$ cat config.mk
export PLATFORM = sky130hd
export DESIGN_NAME = tsp_cell
export DESIGN_NICKNAME = d
export VERILOG_FILES = /design/src/hw/rtl/tsp_pkg.sv /design/src/hw/rtl/tsp_cell.sv
export SDC_FILE = /design/constraint.sdc
export NUM_CORES = 1
export LEC_CHECK = 0
export BUFFER_PORTS_ARGS = -buffer_cell sky130_fd_sc_hd__buf_2
export CAP_MARGIN = 20
export CORE_AREA = 2 2 122 124
export CTS_CLUSTER_DIAMETER = 150
export DETAILED_ROUTE_END_ITERATION = 10
export DIE_AREA = 0 0 124 126
export GPL_TIMING_DRIVEN = 0
export SYNTH_ARGS = -nofsm -noshare
export SYNTH_HDL_FRONTEND = slang
export SYNTH_SLANG_ARGS = --single-unit
$ cat constraint.sdc
create_clock -name aclk -period 5.05 [get_ports aclk]
set_input_delay 0 -clock aclk [delete_from_list [all_inputs] [get_ports aclk]]
set_output_delay 0 -clock aclk [all_outputs]
set_load 0.1 [all_outputs]
$ cat src/hw/rtl/tsp_pkg.sv
package tsp_pkg;

    localparam int TABLE_DEPTH = 256;
    localparam int IDX_W       = $clog2(TABLE_DEPTH);
    localparam int CNT_W       = $clog2(TABLE_DEPTH + 1);
    localparam int POS_W       = 9;
    localparam int ADDR_W      = 3;

    localparam logic [1:0] STATUS_FOUND    = 2'd0;
    localparam logic [1:0] STATUS_NONE     = 2'd1;
    localparam logic [1:0] STATUS_OVERFLOW = 2'd2;

    localparam logic [ADDR_W-3:0] REG_TARGET_SUM = '0;

    typedef struct packed {
        logic signed [31:0] value;
        logic               last;
    } in_beat_t;

    typedef struct packed {
        logic [1:0]       status;
        logic [POS_W-1:0] first_position;
        logic [POS_W-1:0] second_position;
    } out_beat_t;

    // What travels down the row of cells with each number.
    typedef struct packed {
        logic signed [31:0] value;
        logic signed [32:0] need;
        logic [CNT_W-1:0]   pos;
        logic               last;
        logic               hit;
        logic [IDX_W-1:0]   hit_pos;
    } token_t;

endpackage

$ cat src/hw/rtl/tsp_cell.sv
module tsp_cell (
    input  logic                       aclk,
    input  logic                       aresetn,
    input  logic                       advance,
    input  logic [tsp_pkg::IDX_W-1:0]  cell_idx,
    input  logic                       in_valid,
    input  tsp_pkg::token_t            in_tok,
    output logic                       out_valid,
    output tsp_pkg::token_t            out_tok
);

    logic signed [31:0] stored_reg;
    logic               valid_reg;
    tsp_pkg::token_t    tok_reg;
    tsp_pkg::token_t    tok_next;
    logic               older;
    logic               match;

    // Only a number that came earlier in the same set may pair with this one.
    assign older = tsp_pkg::CNT_W'(cell_idx) < in_tok.pos;
    assign match = in_valid && !in_tok.hit && older &&
                   ({stored_reg[31], stored_reg} == in_tok.need);

    always_comb begin
        tok_next = in_tok;
        if (match) begin
            tok_next.hit     = 1'b1;
            tok_next.hit_pos = cell_idx;
        end
    end

    always_ff @(posedge aclk) begin
        if (!aresetn) begin
            valid_reg <= 1'b0;
        end else if (advance) begin
            valid_reg <= in_valid;
        end
    end

    always_ff @(posedge aclk) begin
        if (advance) begin
            tok_reg <= tok_next;
            if (in_valid && (in_tok.pos == tsp_pkg::CNT_W'(cell_idx))) begin
                stored_reg <= in_tok.value;
            end
        end
    end

    assign out_valid = valid_reg;
    assign out_tok   = tok_reg;

endmodule

==> metrics.csv, run 1 <==
stage,metric,value,unit
status,outcome,"complete, no violations",
routing,dr.pass1.iters,4,
sta,tightest_slew,0.5210,ns
sta,slew_viol_final,0,
sta,finalCriticalPeriod,2.719,ns
sta,rsz0062_at_grt,no,
worst_setup_path,cp.required,5.20,ns
clock_tree,cts_root_buf,clkbuf_16,
cells_and_area,multi_input_area,675.6,um2
synthesis,synth_top_family_by_area,XOR/XNOR gates,
cells_and_area,fin_area,0.006962,mm2
synthesis,synth_simple_gate_area_share,3.657,%
cells_and_area,largest_register_ffs,84,
clock_tree,path_clk_slew,0.06,ns
synthesis,syn_nets,308,
sta,skew,0.006770,ns
placed_design,dp_hpwl,6812,um
floorplan,die_h,126,um
sta,slew_headroom,65.51,%
min_path,min_from,advance,
routing,viasPerCell,4.100,
cells_and_area,utilization,48.64,%
sta,finalHoldViolCount,0,
min_path,hold_class,in2reg,
routing,post-route-drc-count,0,
sta,maxClockFrequency,367.7,MHz
global_route,grt_usage,13.45,%
clock_tree,insertion_delay,0.41,ns
worst_setup_path,cp.arrival,2.87,ns
global_route,grt_pass1_vias,3104,
sta,final.period_utilization,53.85,%
worst_setup_path,r2r_start,stored_reg[31],
sta,setup_viol,0,
floorplan,rows,44,
power_and_ir_drop,ir_worst_vdd,216.5,uV
cells_and_area,fin_cells,698,
sta,fin_ws,2.331,ns
floorplan,die_w,124,um
clock_tree,cts_tree,done,
placed_design,pre_cts_slack,2.771,ns
worst_setup_path,end_kind,flip-flop,
worst_setup_path,setup.worst_path.class,reg2reg,
global_route,grt_max_degree,57,
worst_setup_path,reg2reg_to,out_tok[1],
power_and_ir_drop,leakage,2.800,nW
synthesis,synth_area,0.004208,mm2
placed_design,dp.cells,572,
routing,ant_nets,0,
synthesis,synth-seq-cells,117,
synthesis,ys_warn_count,0,
flow_run,drv_cap,0,
routing,drtIter0Drc,84,
synthesis,synth.area.mux_share,2.379,%
floorplan,io_pins,181,
cells_and_area,syn2layout_area_growth,65.45,%
worst_setup_path,critPathCapture,out_tok[1],
synthesis,synth_top_area_share,82.78,%
worst_setup_path,start_kind,flip-flop,
worst_setup_path,rr_worst_depth,6,
cells_and_area,nNetsFinal,605,
synthesis,seq_area_frac_synth,83.26,%
global_route,grt_pass1_wl,15260,um
cells_and_area,drive_gt1_share,43.58,%
global_route,grt-ovfl-total,0,
worst_setup_path,cp-startpoint,stored_reg[31],
clock_tree,htreeDepth,4,
synthesis,yosysTopAreaCell,edfxtp_1,
routing,wire_per_inst,14.60,um
clock_tree,cts_buffer_depth,2,
cells_and_area,seqCellArea,0.003503,mm2
synthesis,synthAdderAreaFrac,2.379,%
floorplan,start_util,29.40,%
global_route,antenna_found_initial,0,
placed_design,placed_cell_area,0.005408,mm2
synthesis,synthDistinctLibCells,22,
placed_design,portBuffers,180,
synthesis,synth_xor_area_share,6.869,%
clock_tree,clock-sinks,117,
sta,tns,0,ns
routing,routed_wl,10190,um
floorplan,die-area,0.01562,mm2
synthesis,synth_compound_gate_area_share,0.6542,%
cells_and_area,fill_cells,1263,
clock_tree,cts_resized,0,
synthesis,synth_area_leaders,"edfxtp_1, xnor2_1, ha_1, mux2_2, nand4_1",
worst_setup_path,critPathMaxFanout,9,
cells_and_area,diodes,0,
synthesis,syn_area_per_cell,20.63,um2
synthesis,netlist_instances,204,
placed_design,routabilityCongestion,0.7200,
floorplan,coreArea,0.01431,mm2
routing,routed-via-count,2862,
worst_setup_path,rrSetupSlack,2.33,ns
power_and_ir_drop,cellPowerDensity,429.1,mW/mm2
clock_tree,cts_inserted_buffers,17,
stage by stage:
step	total power [mW]	hold slack (ns)
CTS	3.017	0.05306
floorplan	1.591	0.09887
detailed placement	1.713	0.1784
global route	3.091	0.06140
finish	2.987	0.06306
global placement	1.707	0.1807
cells in the final DEF, fill, tap and decap left out, types with 3 or more instances in the layout:
master | netlist | routed
clkbuf_16 | 0 | 17
buf_6 | 0 | 3
a21oi_1 | 3 | 3
dlygate4sd3_1 | 0 | 94
clkinv_1 | 0 | 3
mux2_2 | 8 | 8
bufinv_16 | 0 | 4
inv_1 | 9 | 9
edfxtp_1 | 116 | 116
xnor2_1 | 33 | 33
ha_1 | 8 | 8
nand4_1 | 9 | 9
buf_2 | 0 | 179
clkinvlp_4 | 0 | 5
cell type report:
cell class	instances	share of cell area (%)
Tap cell	184	3.307
Clock buffer	17	6.111
Timing Repair Buffer	278	27.37
Clock inverter	15	2.696
Multi-Input combinational cell	78	9.705
Sequential cell	117	50.32
Inverter	9	0.4853
cell usage after synthesis (all sizes together):
cell type / number
a211oi: 1
nand2: 1
nor3: 3
o21ai: 1
nand3: 1
nor4: 1
nand4: 10
mux2: 8
mux2i: 1
or2b: 1
xnor2: 33
edfxtp: 116
nor3b: 1
nand4b: 2
dfxtp: 1
a21oi: 3
nor2b: 1
nand2b: 1
ha: 8
nor2: 1
inv: 9
kinds of logic (layout without fill, tap and decap cells):
logic type               Yosys count  in the layout
multiplexers                       9              9
buffers and inverters              9            319
adder cells (fa/ha/maj)            8              8
AND/OR/NAND/NOR                   23             23
flip-flops                       117            117
XOR/XNOR                          33             33
AO/OA/AOI/OAI                      5              5
worst max-delay path, stage by stage, from the launching register on:
cell           delay [ns]
edfxtp_1             0.43
xnor2_1              0.20
nand4_1              0.13
nor4_2               0.37
nand4_2              0.38
mux2_2               0.38
dlygate4sd3_1        0.56
how the worst min path moves through the flow:
| stage | slack, ns | end | cells past startpoint |
|---|---|---|---|
| final | 0.06 | out_tok[49] | 1 |
| after global routing | 0.06 | out_tok[49] | 1 |
| after detailed placement | 0.18 | out_tok[9] | 1 |
| after floorplan | 0.1 | out_tok[10] | 0 |
| after global placement | 0.18 | out_tok[9] | 1 |
| after CTS | 0.05 | out_tok[68] | 1 |
per-layer routing:
layer	vias up	GRT usage (%)	part of all wire (%)
li1	1386	-	-
met1	1346	14.99	41
met2	116	22.66	50
met3	14	5.661	7.3
met4	0	5.288	1.6
met5	-	0	0
report_power, final:
part	internal, mW	total (mW)	switching [mW]
Combinational	0.129	0.605	0.476
Sequential	1.13	1.14	0.0134
Clock	0.817	1.24	0.421
Total	2.08	2.99	0.911
timing repair:
| action | 4_1_cts | 5_1_grt |
|---|---|---|
| buffers inserted | 0 | 0 |
| endpoints found under the setup margin | 0 | 0 |
| endpoints found under the hold margin | 117 | 0 |
| hold buffers | 94 | 0 |
(Power assumes the default switching activity.)
==> inputs of run 2 (changes only) <==
ABC_AREA = 1   (was not set)
CORE_AREA = 2 2 128 130   (was 2 2 122 124)
DIE_AREA = 0 0 130 132   (was 0 0 124 126)
clock period = 2.4 ns   (was 5.05 ns; I/O delays follow)
==> metrics.csv, run 2 <==
stage,metric,value,unit,change
cells_and_area,fill_cells,1428,,"was 1,263"
synthesis,synth_xor_area_share,3.029,%,was 6.869%
clock_tree,cts_tree,done,,unchanged
global_route,grt_max_degree,49,,was 57
cells_and_area,drive_gt1_share,34.45,%,was 43.58%
routing,wl_met3,766,um,was 747 um
routing,drtIter0Drc,134,,was 84
worst_setup_path,end_kind,flip-flop,,unchanged
worst_setup_path,critPathCapture,out_tok[0],,was out_tok[1]
floorplan,die-area,0.01716,mm2,was 0.01562 mm2
placed_design,dp.cells,747,,was 572
sta,skew,0.008339,ns,was 0.006770 ns
synthesis,syn_nets,452,,was 308
global_route,antenna_found_initial,0,,unchanged
global_route,grt_pass1_vias,3698,,"was 3,104"
power_and_ir_drop,cellPowerDensity,856.2,mW/mm2,was 429.1 mW/mm2
sta,tightest_slew,0.5350,ns,was 0.5210 ns
cells_and_area,diodes,0,,unchanged
status,outcome,"complete, no violations",,unchanged
routing,maxUsedRoutingLayer,met4,,unchanged
worst_setup_path,cp-startpoint,in_tok[12],,was stored_reg[31]
routing,wl_met1,4929,um,was 4176 um
clock_tree,htreeDepth,4,,unchanged
cells_and_area,nNetsFinal,751,,was 605
routing,met2WireLength,6078,um,was 5098 um
synthesis,synthAdderAreaFrac,2.164,%,was 2.379%
placed_design,routabilityCongestion,0.6952,,was 0.7200
synthesis,synthArstFlopShare,0,%,unchanged
sta,final.period_utilization,96.28,%,
cells_and_area,largest_register_ffs,84,,unchanged
sta,rsz0062_at_grt,yes,,was no
cells_and_area,final_common_cell,buf_2,,unchanged
flow_run,drv_cap,0,,unchanged
synthesis,synth.area.mux_share,0,%,was 2.379%
clock_tree,clock-sinks,117,,unchanged
clock_tree,cts_root_buf,clkbuf_16,,unchanged
synthesis,yosysTopAreaCell,edfxtp_1,,unchanged
synthesis,synth-seq-cells,117,,unchanged
synthesis,ys_warn_count,0,,unchanged
sta,finalCriticalPeriod,2.311,ns,
routing,wire_per_inst,13.64,um,was 14.60 um
synthesis,synth_area,0.004626,mm2,was 0.004208 mm2
clock_tree,cts_inserted_buffers,17,,unchanged
clock_tree,insertion_delay,0.41,ns,about the same
sta,maxClockFrequency,432.7,MHz,
synthesis,synth_simple_gate_area_share,13.82,%,was 3.657%
placed_design,portBuffers,180,,unchanged
floorplan,die_h,132,um,was 126 um
floorplan,rows,46,,was 44
synthesis,synthDistinctLibCells,19,,was 22
sta,hold-worst-slack,0.09278,ns,was 0.06306 ns
worst_setup_path,setup.worst_path.class,in2reg,,was reg2reg
worst_setup_path,rrSetupSlack,0.15,ns,was 2.33 ns
worst_setup_path,cp.required,2.55,ns,was 5.20 ns
cells_and_area,syn2layout_area_growth,61.43,%,was 65.45%
worst_setup_path,start_kind,primary input,,was flip-flop
synthesis,synthFlopType,edfxtp_1,,unchanged
worst_setup_path,reg2reg_to,out_tok[0],,was out_tok[1]
synthesis,netlist_instances,348,,was 204
worst_setup_path,r2r_start,stored_reg[31],,unchanged
synthesis,synth_compound_gate_area_share,0.3787,%,was 0.6542%
global_route,grt_usage,14.08,%,was 13.45%
sta,setup_viol,0,,unchanged
global_route,grt_pass1_wl,18260,um,"was 15,260 um"
floorplan,die_w,130,um,was 124 um
synthesis,synth_top_area_share,75.30,%,was 82.78%
worst_setup_path,cp.arrival,2.46,ns,was 2.87 ns
min_path,worstHoldPathCells,1,,unchanged
cells_and_area,layout_common_cells,"buf_2, edfxtp_1, nand2_1",,"was buf_2, edfxtp_1, dlygate4sd3_1"
routing,ant_nets,0,,unchanged
cells_and_area,fin_cells,875,,was 698
routing,dr.pass1.iters,4,,unchanged
power_and_ir_drop,ir_worst_vdd,426.1,uV,was 216.5 uV
global_route,grt-ovfl-total,0,,unchanged
worst_setup_path,critPathMaxFanout,6,,was 9
routing,viasPerCell,4.027,,was 4.100
synthesis,synth_most_common_cell,edfxtp_1,,unchanged
clock_tree,cts_buffer_depth,2,,unchanged
routing,routed-via-count,3524,,"was 2,862"
sta,finalHoldViolCount,0,,unchanged
synthesis,seq_area_frac_synth,75.74,%,was 83.26%
min_path,hold_class,in2reg,,unchanged
worst_setup_path,rr_worst_depth,8,,was 6
power_and_ir_drop,p_total,6.393,mW,was 2.987 mW
synthesis,synth_area_leaders,"edfxtp_1, nand2_1, inv_1, ha_1, xnor2_1",,"was edfxtp_1, xnor2_1, ha_1, mux2_2, nand4_1"
clock_tree,path_clk_slew,0.05,ns,was 0.06 ns
floorplan,coreArea,0.01571,mm2,was 0.01431 mm2
floorplan,io_pins,181,,unchanged
sta,slew_headroom,64.19,%,was 65.51%
floorplan,start_util,29.44,%,was 29.40%
power_and_ir_drop,leakage,3.368,nW,was 2.800 nW
placed_design,dp_hpwl,7875,um,was 6812 um
synthesis,synth_top_family_by_area,simple AND/OR/NAND/NOR gates,,was XOR/XNOR gates
synthesis,synth_edf_count,116,,unchanged
routing,post-route-drc-count,0,,unchanged
routing,routed_wl,11930,um,"was 10,190 um"
synthesis,synth_common_cells,"edfxtp_1, nand2_1, inv_1",,"was edfxtp_1, xnor2_1, inv_1, nand4_1"
sta,slew_viol_final,0,,unchanged
synthesis,syn_area_per_cell,13.29,um2,was 20.63 um2
[run 2: worst max-delay path: stages]
cell and delay [ns]:
dlygate4sd3_1 0.53, buf_2 0.11, inv_1 0.04, ha_1 0.29, nand2_2 0.11, nor2_1 0.06
nand3_2 0.10, nand3_4 0.14, nor2_8 0.20, nand3_2 0.17, nand2_1 0.11, nand2_1 0.05
dlygate4sd3_1 0.54
[run 2: worst min-delay path by stage]
stage               start        endpoint  slack, ns
2_1_floorplan  in_tok[10]     out_tok[10]        0.1
3_3_place_gp    in_tok[9]      out_tok[9]       0.18
3_5_place_dp    in_tok[9]      out_tok[9]       0.18
4_1_cts          in_valid  stored_reg[15]       0.09
5_1_grt           advance     out_tok[25]       0.11
6_report          advance     out_tok[58]       0.09
[run 2: cell type report]
type | count | area (um2) | area share [%]
Clock inverter | 12 | 185.2 | 2.480
Sequential cell | 117 | 3503 | 46.92
Inverter | 60 | 225.2 | 3.016
Timing Repair Buffer | 278 | 1902 | 25.47
Tap cell | 216 | 270.3 | 3.619
Clock buffer | 19 | 432.9 | 5.798
Multi-Input combinational cell | 173 | 948.4 | 12.70
[run 2: kinds of logic after synthesis]
family                   Yosys count
AND/OR/NAND/NOR                  144
flip-flops                       117
buffers and inverters             60
XOR/XNOR                          16
adder cells (fa/ha/maj)            8
AO/OA/AOI/OAI                      3
[run 2: through the flow]
step           setup TNS [ns]  cell area (um2)  util, %  worst slack (ns)
3_5_place_dp                0             5864    37.32            0.5440
2_1_floorplan               0             4641        -            0.3582
3_3_place_gp           -56.25             5812    36.99            -1.761
5_1_grt             -0.005245             7467    47.52         -0.003348
6_report                    0             7467    47.52           0.08917
4_1_cts                     0             7423    47.24           0.03658
[run 2: metal layers]
metal | global-route usage [%] | vias up
met3 | 5.032 | 12
met2 | 24.43 | 131
met4 | 5.257 | 0
met1 | 15.71 | 1631
li1 | - | 1750
met5 | 0 | -
[run 2: power by group]
group	internal, mW	switching, mW	total, mW
Combinational	0.272	1.03	1.31
Sequential	2.38	0.0291	2.41
Clock	1.82	0.863	2.68
Total	4.47	1.92	6.39
[run 2: repair_timing]
item	4_1_cts	5_1_grt
hold endpoints to repair	117	0
hold buffers	94	0
resized for setup	0	3
setup endpoints to repair	0	8
setup buffers	0	1
